[config.mk]
export PLATFORM = sky130hd
export DESIGN_NAME = midpoint_line_rasterizer_core
export DESIGN_NICKNAME = d
export VERILOG_FILES = /design/src/sv/mlr_pkg.sv /design/src/sv/mlr_fifo.sv /design/src/sv/mlr_front.sv /design/src/sv/mlr_back.sv /design/src/sv/midpoint_line_rasterizer_core.sv
export SDC_FILE = /design/constraint.sdc
export NUM_CORES = 1
export LEC_CHECK = 0
export BUFFER_PORTS_ARGS = -buffer_cell sky130_fd_sc_hd__buf_2
export CORE_UTILIZATION = 44
export DETAILED_ROUTE_END_ITERATION = 12
export PLACE_DENSITY = 0.64
export SYNTH_ARGS = -nofsm -noshare
export SYNTH_HDL_FRONTEND = slang
export SYNTH_SLANG_ARGS = --single-unit
export TNS_END_PERCENT = 30
[constraint.sdc]
create_clock -name clk_i -period 11.28 [get_ports clk_i]
set_input_delay 0.564 -clock clk_i [delete_from_list [all_inputs] [get_ports clk_i]]
set_output_delay 0.564 -clock clk_i [all_outputs]
set_load 0.005 [all_outputs]
[src/sv/mlr_pkg.sv]
package mlr_pkg;

  // Default coordinate width of the rasterizer.
  localparam int unsigned CoordBitsDef = 12;

  // The decision variable carries three more bits than a coordinate.
  localparam int unsigned DecExtraBits = 3;

  // Depth of the queues between the front and the back and between the back and the output.
  localparam int unsigned FifoDepth = 2;
  localparam int unsigned FifoPtrBits = $clog2(FifoDepth);
  localparam int unsigned FifoCntBits = $clog2(FifoDepth + 1);

  // Request codes carried on req_type and in the command word.
  typedef enum logic {
    REQ_LOAD = 1'b0,
    REQ_STEP = 1'b1
  } req_e;

endpackage

[src/sv/mlr_fifo.sv]
module mlr_fifo #(
  parameter int unsigned Width = 8
) (
  input  logic             clk_i,
  input  logic             rst_ni,
  input  logic             push_i,
  input  logic [Width-1:0] data_i,
  output logic             full_o,
  input  logic             pop_i,
  output logic [Width-1:0] data_o,
  output logic             empty_o
);

  logic [Width-1:0]                   mem_q [mlr_pkg::FifoDepth];
  logic [mlr_pkg::FifoPtrBits-1:0]    wr_ptr_q, wr_ptr_d;
  logic [mlr_pkg::FifoPtrBits-1:0]    rd_ptr_q, rd_ptr_d;
  logic [mlr_pkg::FifoCntBits-1:0]    cnt_q, cnt_d;
  logic                               do_push, do_pop;

  assign full_o  = (cnt_q == mlr_pkg::FifoCntBits'(mlr_pkg::FifoDepth));
  assign empty_o = (cnt_q == '0);
  assign do_push = push_i && !full_o;
  assign do_pop  = pop_i && !empty_o;
  assign data_o  = mem_q[rd_ptr_q];

  always_comb begin
    wr_ptr_d = wr_ptr_q;
    rd_ptr_d = rd_ptr_q;
    cnt_d    = cnt_q;
    if (do_push) begin
      wr_ptr_d = (wr_ptr_q == mlr_pkg::FifoPtrBits'(mlr_pkg::FifoDepth - 1)) ? '0
                 : wr_ptr_q + 1'b1;
    end
    if (do_pop) begin
      rd_ptr_d = (rd_ptr_q == mlr_pkg::FifoPtrBits'(mlr_pkg::FifoDepth - 1)) ? '0
                 : rd_ptr_q + 1'b1;
    end
    if (do_push && !do_pop) begin
      cnt_d = cnt_q + 1'b1;
    end else if (do_pop && !do_push) begin
      cnt_d = cnt_q - 1'b1;
    end
  end

  always_ff @(posedge clk_i or negedge rst_ni) begin
    if (!rst_ni) begin
      wr_ptr_q <= '0;
      rd_ptr_q <= '0;
      cnt_q    <= '0;
    end else begin
      wr_ptr_q <= wr_ptr_d;
      rd_ptr_q <= rd_ptr_d;
      cnt_q    <= cnt_d;
    end
  end

  always_ff @(posedge clk_i) begin
    if (do_push) begin
      mem_q[wr_ptr_q] <= data_i;
    end
  end

endmodule

[src/sv/mlr_front.sv]
module mlr_front #(
  parameter int unsigned CoordBits = mlr_pkg::CoordBitsDef,
  localparam int unsigned DecBits = CoordBits + mlr_pkg::DecExtraBits,
  localparam int unsigned CmdWidth = 5 * CoordBits + 7
) (
  input  logic                 req_type_i,
  input  logic [CoordBits-1:0] start_x_i,
  input  logic [CoordBits-1:0] start_y_i,
  input  logic [CoordBits-1:0] end_x_i,
  input  logic [CoordBits-1:0] end_y_i,
  output logic [CmdWidth-1:0]  cmd_o
);

  logic                 x_back, y_back, steep;
  logic [CoordBits-1:0] abs_dx, abs_dy, major, minor;
  logic [DecBits-1:0]   dec_init;
  mlr_pkg::req_e        op;

  // Classify the request and set up the line so the back only iterates.
  always_comb begin
    op       = mlr_pkg::req_e'(req_type_i);
    x_back   = end_x_i < start_x_i;
    y_back   = end_y_i < start_y_i;
    abs_dx   = x_back ? start_x_i - end_x_i : end_x_i - start_x_i;
    abs_dy   = y_back ? start_y_i - end_y_i : end_y_i - start_y_i;
    steep    = abs_dy >= abs_dx;
    major    = steep ? abs_dy : abs_dx;
    minor    = steep ? abs_dx : abs_dy;
    dec_init = (DecBits'(minor) << 1) - DecBits'(major);
  end

  assign cmd_o = {op, start_x_i, start_y_i, abs_dx, abs_dy, x_back, y_back, steep, dec_init};

endmodule

[src/sv/mlr_back.sv]
module mlr_back #(
  parameter int unsigned CoordBits = mlr_pkg::CoordBitsDef,
  localparam int unsigned DecBits = CoordBits + mlr_pkg::DecExtraBits,
  localparam int unsigned CmdWidth = 5 * CoordBits + 7,
  localparam int unsigned ResWidth = 2 * CoordBits + 2
) (
  input  logic                clk_i,
  input  logic                rst_ni,
  input  logic                cmd_empty_i,
  input  logic [CmdWidth-1:0] cmd_i,
  output logic                cmd_pop_o,
  input  logic                res_full_i,
  output logic                res_push_o,
  output logic [ResWidth-1:0] res_o
);

  // Unpacked command.
  logic                 c_req;
  mlr_pkg::req_e        c_op;
  logic [CoordBits-1:0] c_sx, c_sy, c_adx, c_ady;
  logic                 c_xb, c_yb, c_steep;
  logic [DecBits-1:0]   c_dec;
  logic [CoordBits-1:0] c_major;

  // Line state.
  logic [CoordBits-1:0] cur_x_q, cur_x_d, cur_y_q, cur_y_d;
  logic [CoordBits-1:0] adx_q, adx_d, ady_q, ady_d;
  logic [CoordBits-1:0] steps_q, steps_d;
  logic [DecBits-1:0]   dec_q, dec_d;
  logic                 xb_q, xb_d, yb_q, yb_d, steep_q, steep_d, busy_q, busy_d;

  logic                 fire, diag;
  logic [CoordBits-1:0] major, minor, step_x, step_y, steps_dec;
  logic [DecBits-1:0]   inc;
  logic                 r_valid, r_last;
  logic [CoordBits-1:0] r_x, r_y;

  assign {c_req, c_sx, c_sy, c_adx, c_ady, c_xb, c_yb, c_steep, c_dec} = cmd_i;
  assign c_op    = mlr_pkg::req_e'(c_req);
  assign c_major = c_steep ? c_ady : c_adx;

  assign fire       = !cmd_empty_i && !res_full_i;
  assign cmd_pop_o  = fire;
  assign res_push_o = fire;
  assign res_o      = {r_valid, r_x, r_y, r_last};

  // One midpoint step on the registered state.
  always_comb begin
    major     = steep_q ? ady_q : adx_q;
    minor     = steep_q ? adx_q : ady_q;
    diag      = !dec_q[DecBits-1];
    inc       = diag ? (DecBits'(minor) - DecBits'(major)) << 1
                     : DecBits'(minor) << 1;
    step_x    = cur_x_q;
    step_y    = cur_y_q;
    if (!steep_q || diag) begin
      step_x = xb_q ? cur_x_q - CoordBits'(1) : cur_x_q + CoordBits'(1);
    end
    if (steep_q || diag) begin
      step_y = yb_q ? cur_y_q - CoordBits'(1) : cur_y_q + CoordBits'(1);
    end
    steps_dec = steps_q - CoordBits'(1);
  end

  always_comb begin
    cur_x_d = cur_x_q;
    cur_y_d = cur_y_q;
    adx_d   = adx_q;
    ady_d   = ady_q;
    steps_d = steps_q;
    dec_d   = dec_q;
    xb_d    = xb_q;
    yb_d    = yb_q;
    steep_d = steep_q;
    busy_d  = busy_q;
    r_valid = 1'b0;
    r_x     = '0;
    r_y     = '0;
    r_last  = 1'b0;
    unique case (c_op)
      mlr_pkg::REQ_LOAD: begin
        cur_x_d = c_sx;
        cur_y_d = c_sy;
        adx_d   = c_adx;
        ady_d   = c_ady;
        xb_d    = c_xb;
        yb_d    = c_yb;
        steep_d = c_steep;
        dec_d   = c_dec;
        steps_d = c_major;
        busy_d  = (c_major != '0);
        r_valid = 1'b1;
        r_x     = c_sx;
        r_y     = c_sy;
        r_last  = (c_major == '0);
      end
      mlr_pkg::REQ_STEP: begin
        if (busy_q) begin
          cur_x_d = step_x;
          cur_y_d = step_y;
          dec_d   = dec_q + inc;
          steps_d = steps_dec;
          busy_d  = (steps_dec != '0);
          r_valid = 1'b1;
          r_x     = step_x;
          r_y     = step_y;
          r_last  = (steps_dec == '0);
        end
      end
      default: begin
      end
    endcase
  end

  always_ff @(posedge clk_i or negedge rst_ni) begin
    if (!rst_ni) begin
      cur_x_q <= '0;
      cur_y_q <= '0;
      adx_q   <= '0;
      ady_q   <= '0;
      steps_q <= '0;
      dec_q   <= '0;
      xb_q    <= 1'b0;
      yb_q    <= 1'b0;
      steep_q <= 1'b0;
      busy_q  <= 1'b0;
    end else if (fire) begin
      cur_x_q <= cur_x_d;
      cur_y_q <= cur_y_d;
      adx_q   <= adx_d;
      ady_q   <= ady_d;
      steps_q <= steps_d;
      dec_q   <= dec_d;
      xb_q    <= xb_d;
      yb_q    <= yb_d;
      steep_q <= steep_d;
      busy_q  <= busy_d;
    end
  end

endmodule

[src/sv/midpoint_line_rasterizer_core.sv]
// Channel   | Direction | Handshake          | Fields
// ----------+-----------+--------------------+----------------------------------------
// request   | in        | push / full        | req_type, start_x, start_y, end_x, end_y
// pixel     | out       | pop / empty        | pixel_valid, pixel_x, pixel_y, last_pixel
//
// Every request yields exactly one pixel item, and one item can be taken per cycle.
// An accepted item is written into the command queue; the back then runs one midpoint
// step on it, once the pixel queue has room, and writes the pixel queue, whose head
// drives the pixel outputs.
// Reset clears both queues and leaves the line state idle with all coordinates zero.
// A stalled pixel output fills the pixel queue, then the command queue, and only
// then raises full; each side keeps moving while the other waits.
module midpoint_line_rasterizer_core #(
  parameter int unsigned COORD_BITS = mlr_pkg::CoordBitsDef
) (
  input  logic                  clk_i,
  input  logic                  rst_ni,
  input  logic                  push,
  output logic                  full,
  input  logic                  req_type_i,
  input  logic [COORD_BITS-1:0] start_x_i,
  input  logic [COORD_BITS-1:0] start_y_i,
  input  logic [COORD_BITS-1:0] end_x_i,
  input  logic [COORD_BITS-1:0] end_y_i,
  input  logic                  pop,
  output logic                  empty,
  output logic                  pixel_valid_o,
  output logic [COORD_BITS-1:0] pixel_x_o,
  output logic [COORD_BITS-1:0] pixel_y_o,
  output logic                  last_pixel_o
);

  localparam int unsigned CmdWidth = 5 * COORD_BITS + 7;
  localparam int unsigned ResWidth = 2 * COORD_BITS + 2;

  // The front classifies each request and, for a load, works out the
  // directions, the magnitudes, the steep choice and the first decision value.
  logic [CmdWidth-1:0] front_cmd;
  logic [CmdWidth-1:0] cmd_head;
  logic                cmd_empty, cmd_pop;
  logic [ResWidth-1:0] res_word, res_head;
  logic                res_full, res_push;

  mlr_front #(
    .CoordBits(COORD_BITS)
  ) u_front (
    .req_type_i(req_type_i),
    .start_x_i (start_x_i),
    .start_y_i (start_y_i),
    .end_x_i   (end_x_i),
    .end_y_i   (end_y_i),
    .cmd_o     (front_cmd)
  );

  // The command queue decouples request intake from line stepping.
  mlr_fifo #(
    .Width(CmdWidth)
  ) u_cmd_fifo (
    .clk_i  (clk_i),
    .rst_ni (rst_ni),
    .push_i (push),
    .data_i (front_cmd),
    .full_o (full),
    .pop_i  (cmd_pop),
    .data_o (cmd_head),
    .empty_o(cmd_empty)
  );

  // The back holds the line state and executes one command whenever the command
  // queue holds one and the pixel queue has room.
  mlr_back #(
    .CoordBits(COORD_BITS)
  ) u_back (
    .clk_i      (clk_i),
    .rst_ni     (rst_ni),
    .cmd_empty_i(cmd_empty),
    .cmd_i      (cmd_head),
    .cmd_pop_o  (cmd_pop),
    .res_full_i (res_full),
    .res_push_o (res_push),
    .res_o      (res_word)
  );

  // The pixel queue holds finished items until the consumer pops them.
  mlr_fifo #(
    .Width(ResWidth)
  ) u_res_fifo (
    .clk_i  (clk_i),
    .rst_ni (rst_ni),
    .push_i (res_push),
    .data_i (res_word),
    .full_o (res_full),
    .pop_i  (pop),
    .data_o (res_head),
    .empty_o(empty)
  );

  assign {pixel_valid_o, pixel_x_o, pixel_y_o, last_pixel_o} = res_head;

endmodule
## Yosys cells after proc, flatten, opt, wreduce, memory -nomap -nowiden

Memory sizes are Yosys's and may differ from the RTL's.
Cells that the tools add are included.

- Add/sub/neg operators: 20
- Order comparisons: 3
- Equal/unequal tests: 3
- Muxes and demuxes: 42
- Bitwise logic cells: 1
- Reduce and logical (&&, ||, !) cells: 31

Operator list:

| cell | count |
|---|---|
| $mux W12 | 16 |
| $pmux W12 S2 | 5 |
| $sub A12 B12 Y12 | 4 |
| $sub A12 B1 Y12 const B | 3 |
| $mux W15 | 2 |
| $pmux W15 S2 | 1 |
| $add A12 B1 Y12 const B | 2 |
| $logic_not A12 Y1 | 2 |
| $lt A12 B12 Y1 | 2 |
| $reduce_bool A12 Y1 | 2 |
| $add A15 B15 Y15 | 1 |
| $sub A13 B12 Y14 | 1 |
| $sub A12 B12 Y13 | 1 |
| $ge A12 B12 Y1 | 1 |
| $mux W1 | 11 |
| $logic_not A1 Y1 | 10 |
| $logic_and A1 B1 Y1 | 9 |
| $mux W2 | 4 |
| $pmux W1 S2 | 3 |
| $add A1 B1 Y1 const B | 4 |
| $add A2 B1 Y2 const B | 2 |
| $eq A2 B2 Y1 const B | 2 |
| $logic_not A2 Y1 | 2 |
| $reduce_and A2 Y1 | 2 |
| other kinds (5) | 8 |

- Register bits: 87
- Memory bits (writable): 186
- Input port bits: 53
- Output and inout port bits: 28
- Logic and storage cells: 118
- Memories: 2

Memories:

| name | depth | width | read ports | clocked after Yosys merged registers in | write ports | RTL line | text |
|---|---|---|---|---|---|---|---|
| u_cmd_fifo.mem_q | 2 | 67 | 1 | 0 | 1 | mlr_fifo.sv:14 | `logic [Width-1:0] mem_q [mlr_pkg::FifoDepth];` |
| u_res_fifo.mem_q | 2 | 26 | 1 | 0 | 1 | mlr_fifo.sv:14 |  |

## Longest topological paths before layout

Gate-level depths: netlist of the first run.

- Depth in word-level cells: 8
- Mapped depth: 33
- Mapped depth without buffers: 30

## Modules after synthesis

Synthesis of the first run repeated with hierarchy kept, for this count alone.

- Cells, all modules: 1660
- Area, all modules: 17638.2 µm²

Modules (own cells, without submodules):

| module | instances | cells each | area an instance (µm²) | seq. area each (µm²) |
|---|---|---|---|---|
| mlr_back | 1 | 836 | 6784.0 | 1951.9 |
| mlr_fifo at u_cmd_fifo | 1 | 228 | 5122.4 | 4124.0 |
| mlr_front | 1 | 496 | 3558.4 | 0.0 |
| mlr_fifo at u_res_fifo | 1 | 100 | 2173.3 | 1661.6 |

## Worst setup path before layout of the first run

No wires, ideal clock.

- Kind: in2reg
- Start: in end_y_i[0]
- End: mem u_cmd_fifo.mem_q[0][12] in the netlist's numbering (data pin)
- Setup time: 267 ps
- Arrival: 6275 ps
- Required time: 11013 ps
- Path slack: 4738 ps
- Stages: 32
- Path buffers: 3
- Cells stage by stage: inv_1 > ha_1 > inv_1 > fa_1 > a21oi_1 > o211ai_2 > a31oi_2 > o21ai_2 > inv_1 > buf_2 > o211ai_1 > o31ai_1 > xor2_1 > inv_1 > ha_1 > nand4_1 > or3_1 > o32ai_2 > nor2_1 > inv_1 > buf_2 > buf_1 > o21ai_0 > ha_1 > nor2b_1 > o21a_1 > o21ai_0 > a311oi_1 > o211ai_1 > a21o_1 > o32ai_1 > nor3b_1

- Cells in the longest elaborated chain, start to end: 5
- Elaborated cells on any way between the ends: 8
- Classes of those cells: 3 x add/sub; 2 x order compare; 3 x mux

Ends and longest elaborated chain:

| item | RTL line | text |
|---|---|---|
| start: declaration | midpoint_line_rasterizer_core.sv:24 | `input logic [COORD_BITS-1:0] end_y_i,` |
| $lt A12 B12 Y1 (*) | mlr_front.sv:23 | `y_back = end_y_i < start_y_i;` |
| named net front_cmd[16] | midpoint_line_rasterizer_core.sv:38 | `logic [CmdWidth-1:0] front_cmd;` |
| $mux W12 (*) | mlr_front.sv:25 | `abs_dy = y_back ? start_y_i - end_y_i : end_y_i - start_y_i;` |
| named net front_cmd[28] | midpoint_line_rasterizer_core.sv:38 |  |
| $ge A12 B12 Y1 (*) | mlr_front.sv:26 | `steep = abs_dy >= abs_dx;` |
| named net front_cmd[15] | midpoint_line_rasterizer_core.sv:38 |  |
| $mux W12, on equally long branches | mlr_front.sv:28, mlr_front.sv:27 |  |
| $sub A13 B12 Y14 (*) | mlr_front.sv:29 | `dec_init = (DecBits'(minor) << 1) - DecBits'(major);` |
| named net front_cmd[12] | midpoint_line_rasterizer_core.sv:38 |  |
| end: declaration | mlr_fifo.sv:14 |  |

Mark *: on every way through the listed nets, which the timed path passes. The rest lies on a longest branch.

## Worst setup path in the final report of the first run

- Start: in end_y_i[0]
- End: mem u_cmd_fifo.mem_q[0][12] in the netlist's numbering (data pin)

- Cells in the longest elaborated chain, start to end: 5
- Elaborated cells on any way between the ends: 8
- Classes of those cells: 3 x add/sub; 2 x order compare; 3 x mux

Ends and longest elaborated chain:

| item | RTL line |
|---|---|
| $sub A12 B12 Y12 / $lt A12 B12 Y1 (equally long branches) | mlr_front.sv:25, mlr_front.sv:23 |
| $mux W12 (*) | mlr_front.sv:25 |
| named net front_cmd[27] | midpoint_line_rasterizer_core.sv:38 |
| $ge A12 B12 Y1 | mlr_front.sv:26 |
| $mux W12, on equally long branches | mlr_front.sv:28, mlr_front.sv:27 |
| $sub A13 B12 Y14 (*) | mlr_front.sv:29 |
| named net front_cmd[12] | midpoint_line_rasterizer_core.sv:38 |

Marks and branches as above.

==> out/metrics.cfg, run 1 <==
[floorplan]
dieArea_sq_um=39100
rows=71
die_y_microns=198
die_x_microns=198
io_pins=81
floorplan.initialDensity=0.447
core_area_sq_um=37700

[critical_path]
required_ns=11.60
critPathKind=in -> reg
worst_setup_path_end_kind=flop
cp-start-kind=primary input
ff2ff_path_depth=18
cp.arrival_ns=7.90
cp_common_cell=inv_1
crit_fanout=30
critical_path.max_stage_delay_ns=0.51
slowest_stage=fa_1

[global_routing]
grt_use_met1=0.299
grt.overflow.total=0
grt_pass1_vias=12300
grt_max_degree=66
met3_usage=0.0365
grt_pass1_wl_microns=66300
use_met2=0.355
grt_usage=0.217
busiest_layer=met2
grt_antenna_before_repair=0

[sta]
slew_viol_final=0
worstMarginPinSlew_ns=1.17
fin_tns_setup_ns=0
max_freq_ghz=0.132
fin_crit_sh=0.671
finalSetupViolCount=0
clock_skew_ns=0.0265
slew_headroom=0.216
rsz0062_at_grt=false
period_needed_ns=7.57
hold_violations=0

[placement]
dp_cells=2189
io_buffers=80
gp_congestion=0.886
dp_hpwl_microns=30700

[layout]
drive_above_1_share=0.135
area_delta_synth_final_pct=12.3
layoutNonFillerInstCount=2246
regArea_sq_um=7620
diodes=0
nNetsFinal=1890
fillers=3440
multi_input_area_sq_um=8610

[logic_synthesis]
synth_compound_area_frac=0.162
ys_seq_area_frac=0.452
synth_xor_area_frac=0.0390
syn_avg_cell_area_sq_um=10.2
synthAdderAreaFrac=0.0976
yosys_warnings=0
synth_cells=1648
synth.top_cell.area_share=0.325
synth_cell_types=71
synthSimpleGateAreaFrac=0.109
synthFlopType=edfxtp_1
synth_seq_cells=268
synth_mux_area_frac=0.101
yosys-top-cells-area=edfxtp_1 (32%), dfrtp_1 (13%), ha_1 (8.7%), mux2i_1 (5.9%), a21oi_1 (4.3%)
synth-async-reset-ratio=0.321
ys_top_cells_by_count=edfxtp_1 (182), a21oi_1 (146), nor2_1 (137)
netlist_area_sq_um=16800
synth_top_family_by_area=compound AO/OA/AOI/OAI gates
synth_nets=1827
synth-edff-count=182
synthMostInstantiatedCell=edfxtp_1
synth_top_area_cell=edfxtp_1

[worst_hold_path]
worst_hold_path.num_cells=1
holdCritPathClass=in -> reg

[clock_tree]
cts.sinks=268
numCtsBuffers=30
cts_root_buf=clkbuf_16
clock_latency_ns=0.59
cts_tree=yes
postCtsHoldBufs=1
cts_resized=0
clk_pin_slew_ns=0.06
cts_setup_buffers=0
clock_path_buffers=3
htreeDepth=1

[routing]
vias=12500
via_per_inst=5.58
drtIter0Drc=714
routed_wl_microns=41900
route.detailed.drc=0
first_pass_iters=5
wl_per_cell_microns=18.7
drt.antenna.violating_nets=0

[job]
drv_cap=0

[run_status]
run_status=finished clean

## sequential cells by signal (all words and copies together) (netlist names), 2 cells and up
signal,cells
u_res_fifo.cnt_q,2
u_res_fifo.mem_q,52
u_back.steps_q,12
u_back.adx_q,12
u_cmd_fifo.mem_q,130
u_back.cur_x_q,12
u_back.dec_q,14
u_back.cur_y_q,12
u_cmd_fifo.cnt_q,2
u_back.ady_q,12
## worst max-delay path, delay by kind of cell
family | cells | cell delay [ns]
simple gates | 8 | 1.51
fa+ha+maj | 4 | 1.39
compound gates | 13 | 3.11
xor+xnor | 1 | 0.17
buf+inv | 6 | 1.11
## worst paths after layout
kind / slack (ns) / startpoint / to
hold reg to reg: 0.49 / u_back.dec_q[9] / u_back.dec_q[9]
setup / recovery: 3.71 / end_y_i[0] / u_cmd_fifo.mem_q[0][12]
hold / removal: 0.20 / start_y_i[11] / u_cmd_fifo.mem_q[0][53]
min in group asynchronous: 0.48 / rst_ni / u_back.dec_q[11]
max in group asynchronous: 9.57 / rst_ni / u_cmd_fifo.rd_ptr_q
setup reg to reg: 6.63 / u_back.steep_q / u_back.dec_q[14]
## cells by family after synthesis
kind of cell / after synthesis
flip-flops: 268
XOR/XNOR: 75
AO/OA/AOI/OAI: 442
multiplexers: 162
adder cells (fa/ha/maj): 126
AND/OR/NAND/NOR: 405
buffers and inverters: 170
## stage by stage
step | setup WS (ns) | util | hold WS [ns] | cell area, sq um
floorplan | 4.74 | - | 0.268 | 16800
global placement | 3.52 | 0.472 | 0.473 | 17800
detailed placement | 3.29 | 0.472 | 0.481 | 17800
CTS | 3.88 | 0.502 | 0.186 | 18900
global route | 3.23 | 0.502 | 0.184 | 18900
finish | 3.71 | 0.502 | 0.201 | 18900
## cells in the final DEF (no fill, tap or decap), types with 5 or more instances in the layout
master,netlist,final
nor2b_1,17,17
a31oi_1,12,12
edfxtp_1,182,182
a211oi_1,21,21
and3_1,10,9
nor3_1,23,23
o31ai_1,12,12
mux2_2,62,62
nand3_1,26,26
or3_1,12,12
o32ai_1,6,6
dfrtp_1,86,85
xnor2_1,43,43
fa_1,9,9
nand2b_1,13,13
a21boi_0,6,6
and2_1,11,11
buf_4,1,16
o21bai_1,9,9
o21a_1,12,12
nor4_1,8,8
a21oi_1,146,146
nor2_1,137,133
inv_1,103,103
or2_2,5,5
o22ai_1,7,7
buf_2,9,79
a21o_1,33,33
bufinv_16,0,7
o21ai_0,123,123
mux2i_1,100,99
nand2_1,124,123
nand4_1,7,7
ha_1,117,117
xor2_1,32,32
clkbuf_16,0,30
o211ai_1,7,7
## per-layer routing
layer | wire [microns] | vias up | share of wire
li1 | - | 6115 | -
met1 | 19600 | 6059 | 0.47
met2 | 19200 | 300 | 0.46
met3 | 2170 | 58 | 0.052
met4 | 925 | 0 | 0.022
met5 | 0 | - | 0
## final cells by class
type | instances | share of cell area
Multi-Input combinational cell | 1210 | 0.455
Sequential cell | 268 | 0.403
Clock buffer | 37 | 0.0427
Tap cell | 511 | 0.0338
Timing Repair Buffer | 96 | 0.0278
Inverter | 105 | 0.0208
Clock inverter | 19 | 0.0165
Power of run 1 is left out: the tool's default activity adds up to more than one toggle a clock period on the data nets, which glitch-free logic cannot reach.
==> run 2: changes to the inputs <==
- PLACE_DENSITY: 0.64 -> 0.67
- clock period: 11.28 -> 6.5 ns (I/O delays scaled with it)
==> out/metrics.cfg, run 2 (synthesis gave the netlist of run 1 again) <==
[run_status]
run_status=finished clean

[job]
drv_cap=0  ; unchanged

[routing]
vias=12700  ; +1.2%
wl_per_cell_microns=17.9  ; -3.9%
routed_wl_microns=41100  ; -2.0%
route.detailed.drc=0  ; unchanged
drtIter0Drc=918  ; +29%
drt.antenna.violating_nets=0  ; unchanged
via_per_inst=5.54  ; -0.79%
first_pass_iters=5  ; unchanged

[placement]
io_buffers=80  ; unchanged
dpl_cell_area_sq_um=18100  ; +2.0%
dp_hpwl_microns=30400  ; -0.82%
gp_congestion=0.901  ; +1.7%
pre_cts_slack_ns=-0.108  ; -3.40 ns
dp_cells=2236  ; +2.1%

[clock_tree]
cts_tree=yes
cts_root_buf=clkbuf_16
clock_path_buffers=3  ; unchanged
cts_setup_buffers=0  ; unchanged
htreeDepth=1  ; unchanged
clk_pin_slew_ns=0.06  ; about the same
numCtsBuffers=28  ; -6.7%
clock_latency_ns=0.55  ; -0.04 ns
cts.sinks=268  ; unchanged

[floorplan]
io_pins=81  ; unchanged
dieArea_sq_um=39100  ; unchanged
floorplan.initialDensity=0.447  ; unchanged
rows=71  ; unchanged
core_area_sq_um=37700  ; unchanged
die_y_microns=198  ; unchanged
die_x_microns=198  ; unchanged

[layout]
area_delta_synth_final_pct=13.5
final_cell_mix=edfxtp_1 (182), a21oi_1 (146), nor2_1 (133)
fillers=3454  ; +0.41%
fin_area_sq_um=19100  ; +1.1%
layout_commonest_cell=edfxtp_1
largestRegisters=u_cmd_fifo.mem_q x130, u_res_fifo.mem_q x52, u_back.dec_q x14
nNetsFinal=1937  ; +2.5%
largest_reg_flops=130  ; unchanged
drive_above_1_share=0.155  ; +0.0196
largest_register=u_cmd_fifo.mem_q
layoutNonFillerInstCount=2292  ; +2.0%

[critical_path]
required_ns=6.77  ; -4.83 ns
crit_fanout=8  ; -73%
critical_path.max_stage_delay_ns=0.52  ; about the same
critPathTopFamily=compound AO/OA/AOI/OAI gates
cp_common_cell=inv_1
slowest_stage=dlygate4sd3_1
cp-start-kind=primary input
cp.buffers_inverters=7  ; +1
cp.arrival_ns=6.32  ; -1.58 ns
critPathKind=in -> reg
worst_setup_path_end_kind=flop

[sta]
max_freq_ghz=0.165
clock_skew_ns=0.0158  ; -0.0107 ns
period_needed_ns=6.04
fin_crit_sh=0.930
slew_headroom=0.204  ; -0.0126
slew_viol_final=0  ; unchanged
hold-worst-slack_ns=0.0239  ; -0.177 ns
finalSetupViolCount=0  ; unchanged
worstMarginPinSlew_ns=1.19  ; +0.0216 ns
hold_violations=0  ; unchanged
rsz0062_at_grt=false
fin_ws_ns=0.455  ; -3.25 ns

[worst_hold_path]
holdCritPathClass=in -> reg

[global_routing]
grt_antenna_before_repair=1  ; +1
grt_max_degree=77  ; +17%
grt_pass1_wl_microns=65700  ; -0.90%
grt.overflow.total=0  ; unchanged
grt_pass1_vias=12200  ; -0.83%
grt_usage=0.213  ; -0.00394

run 2: cell types whose count changed in the layout (fill, tap and decap cells not counted), moves of 2 or more:
cell | before | now
clkinvlp_4 | 2 | 5
clkinv_1 | 3 | 6
bufinv_16 | 7 | 3
inv_6 | 2 | 0
buf_4 | 16 | 63
dlygate4sd3_1 | 1 | 3
run 2: worst paths after layout:
path | start | to | slack (ns) | depth (start not counted)
setup / recovery | start_y_i[11] | u_cmd_fifo.mem_q[0][12] | 0.46 | 28
hold / removal | start_y_i[10] | u_cmd_fifo.mem_q[1][52] | 0.02 | 1
setup reg to reg | u_back.steep_q | u_back.dec_q[14] | 1.92 | 15
hold reg to reg | u_back.dec_q[11] | u_back.dec_q[11] | 0.48 | 2
max in group asynchronous | rst_ni | u_cmd_fifo.rd_ptr_q | 4.95 | 3
min in group asynchronous | rst_ni | u_back.dec_q[11] | 0.17 | 2
run 2: stage by stage:
step | utilization | TNS (ns)
2_1_floorplan | - | 0
3_3_place_gp | 0.481 | 0
3_5_place_dp | 0.481 | -0.215
4_1_cts | 0.507 | 0
5_1_grt | 0.507 | 0
6_report | 0.507 | 0
run 2: repair_timing:
item | in CTS | in global routing
setup endpoints to repair | 0 | 2
endpoints found under the hold margin | 12 | 2
resized for setup | 0 | 2
hold buffers | 2 | 1
run 2: layout make-up:
type	instances	area, sq um	area share
clock inverter	17	170	0.00891
antenna	1	2.50	0.000131
multi-input combinational	1210	8610	0.451
inverter	105	394	0.0206
sequential	268	7620	0.399
clock buffer	35	768	0.0402
timing repair buffer	145	898	0.0470
tap	511	639	0.0335
run 2: per-layer routing:
metal,track usage,up-vias,share of wire
li1,-,6223,-
met2,0.341,326,0.45
met4,0.0485,0,0.018
met1,0.310,6084,0.48
met3,0.0239,54,0.054
met5,0,-,0
Power of run 2 is left out for the same reason.
==> run 3: changes to the inputs <==
- SYNTH_HIERARCHICAL: unset -> 1
==> out/metrics.cfg, run 3 <==
[run_status]
run_status=finished clean

[critical_path]
critical_path.max_stage_delay_ns=0.53  ; about the same
critPathKind=in -> reg
required_ns=6.79  ; +0.02 ns
cp-start-kind=primary input
critPathTopFamily=compound AO/OA/AOI/OAI gates
crit_fanout=12  ; +4
cp.arrival_ns=6.50  ; +0.18 ns
worst_setup_path_end_kind=flop
cp.buffers_inverters=6  ; -1
slowest_stage=o21ai_0

[logic_synthesis]
synth_nets=1837  ; +0.55%
yosys_warnings=6  ; +6
synth_cells=1657  ; +0.55%
syn_avg_cell_area_sq_um=10.6  ; +3.7%
netlist_area_sq_um=17600  ; +4.3%

[clock_tree]
clock_latency_ns=0.56  ; about the same
numCtsBuffers=30  ; +7.1%
clk_pin_slew_ns=0.06  ; about the same
cts_tree=yes
cts_root_buf=clkbuf_16
clock_path_buffers=3  ; unchanged
htreeDepth=1  ; unchanged
cts.sinks=270  ; +0.75%

[sta]
hold-worst-slack_ns=0.0236  ; -0.000386 ns
fin_crit_sh=0.956  ; +0.0256
finalSetupViolCount=0  ; unchanged
period_needed_ns=6.21  ; +0.167 ns
slew_headroom=0.363  ; +0.160
slew_viol_final=0  ; unchanged
clock_skew_ns=0.0237  ; +0.00797 ns
worstMarginPinSlew_ns=0.955  ; -0.239 ns
fin_ws_ns=0.289  ; -0.167 ns
hold_violations=0  ; unchanged
max_freq_ghz=0.161  ; -2.7%

[layout]
fillers=3449  ; -0.14%
fin_area_sq_um=19600  ; +2.4%
largest_register=u_cmd_fifo/mem_q
layout_commonest_cell=edfxtp_1
layoutNonFillerInstCount=2265  ; -1.2%
nNetsFinal=1903  ; -1.8%
largestRegisters=u_cmd_fifo/mem_q x132, u_res_fifo/mem_q x52, u_back/dec_q x14
largest_reg_flops=132  ; +1.5%
diodes=0  ; -1
drive_above_1_share=0.187  ; +0.0315
area_delta_synth_final_pct=11.4
final_cell_mix=edfxtp_1 (184), nand2_1 (173), ha_1 (118)

[global_routing]
grt.overflow.total=0  ; unchanged
grt_max_degree=67  ; -13%
grt_pass1_vias=12300  ; +1.4%
grt_usage=0.202  ; -0.0114
grt_pass1_wl_microns=66100  ; +0.65%
grt_antenna_before_repair=1  ; unchanged

[routing]
wl_met2_microns=19400  ; +4.8%
via_per_inst=5.65  ; +2.0%
wl_met1_microns=19600  ; about the same
routed_wl_microns=42100  ; +2.4%
first_pass_iters=5  ; unchanged
route.detailed.drc=0  ; unchanged
wl_per_cell_microns=18.6  ; +3.7%
vias=12800  ; +0.79%
drtIter0Drc=894  ; -2.6%
maxUsedRoutingLayer=met4
met3_length_microns=1960  ; -12%
drt.antenna.violating_nets=0  ; unchanged

[placement]
gp_congestion=0.902  ; +0.12%
dpl_cell_area_sq_um=18200  ; +0.66%
io_buffers=80  ; unchanged
pre_cts_slack_ns=0.0822  ; +0.190 ns
dp_hpwl_microns=30000  ; -1.4%
dp_cells=2182  ; -2.4%

[worst_hold_path]
holdCritPathClass=in -> reg

[floorplan]
floorplan.initialDensity=0.450  ; +0.00323
rows=72  ; +1.4%
io_pins=81  ; unchanged
die_y_microns=202  ; +2.1%
core_area_sq_um=39000  ; +3.6%
die_x_microns=202  ; +2.1%
dieArea_sq_um=40700  ; +4.3%

[job]
drv_cap=0  ; unchanged

run 3: layout make-up:
class                           count  area [sq um]  area share
Multi-Input combinational cell   1182          8960       0.458
Sequential cell                   270          7680       0.392
Timing Repair Buffer              137           895      0.0457
Clock buffer                       44           896      0.0458
Tap cell                          518           648      0.0331
Inverter                          102           383      0.0196
Clock inverter                     12           109     0.00556
run 3: worst register-to-register path, stage by stage, from the launching register on:
cell	delay [ns]
dfrtp_1	0.47
buf_4	0.40
mux2_2	0.41
ha_1	0.37
a21o_1	0.21
a31o_2	0.25
a21oi_2	0.18
o21ai_1	0.14
nor4b_1	0.30
a221o_1	0.15
a31oi_1	0.05
ha_1	0.40
a21o_1	0.23
a21oi_1	0.20
nand3_1	0.10
o21ai_0	0.09
a41oi_1	0.09
xnor2_1	0.17
a41o_1	0.25
run 3: per-stage QoR:
stage               utilization  TNS, ns
detailed placement        0.468        0
floorplan                     -        0
global route              0.502   -0.150
global placement          0.468        0
CTS                       0.498        0
finish                    0.502        0
run 3: final timing paths:
| check | start | end | slack, ns | depth (start not counted) |
|---|---|---|---|---|
| setup / recovery | start_x_i[9] | u_cmd_fifo/mem_q[0][12] | 0.29 | 28 |
| hold / removal | start_y_i[11] | u_cmd_fifo/mem_q[0][53] | 0.02 | 1 |
| setup reg to reg | u_back/steep_q | u_back/dec_q[14] | 1.95 | 18 |
| hold reg to reg | u_back/dec_q[13] | u_back/dec_q[13] | 0.49 | 2 |
| max in group asynchronous | rst_ni | u_cmd_fifo/rd_ptr_q | 5.08 | 3 |
| min in group asynchronous | rst_ni | u_back/dec_q[1] | 0.26 | 2 |
run 3: routing by layer:
layer | vias up | track usage
li1 | 6140 | -
met1 | 6226 | 0.287
met2 | 353 | 0.326
met3 | 68 | 0.0216
met4 | 0 | 0.0579
met5 | - | 0
run 3: timing repair:
item,in CTS,in global routing
resized for setup,0,16
hold endpoints to repair,63,0
endpoints found under the setup margin,0,12
hold buffers,19,0
setup buffers,0,8
Power of run 3 is left out for the same reason.
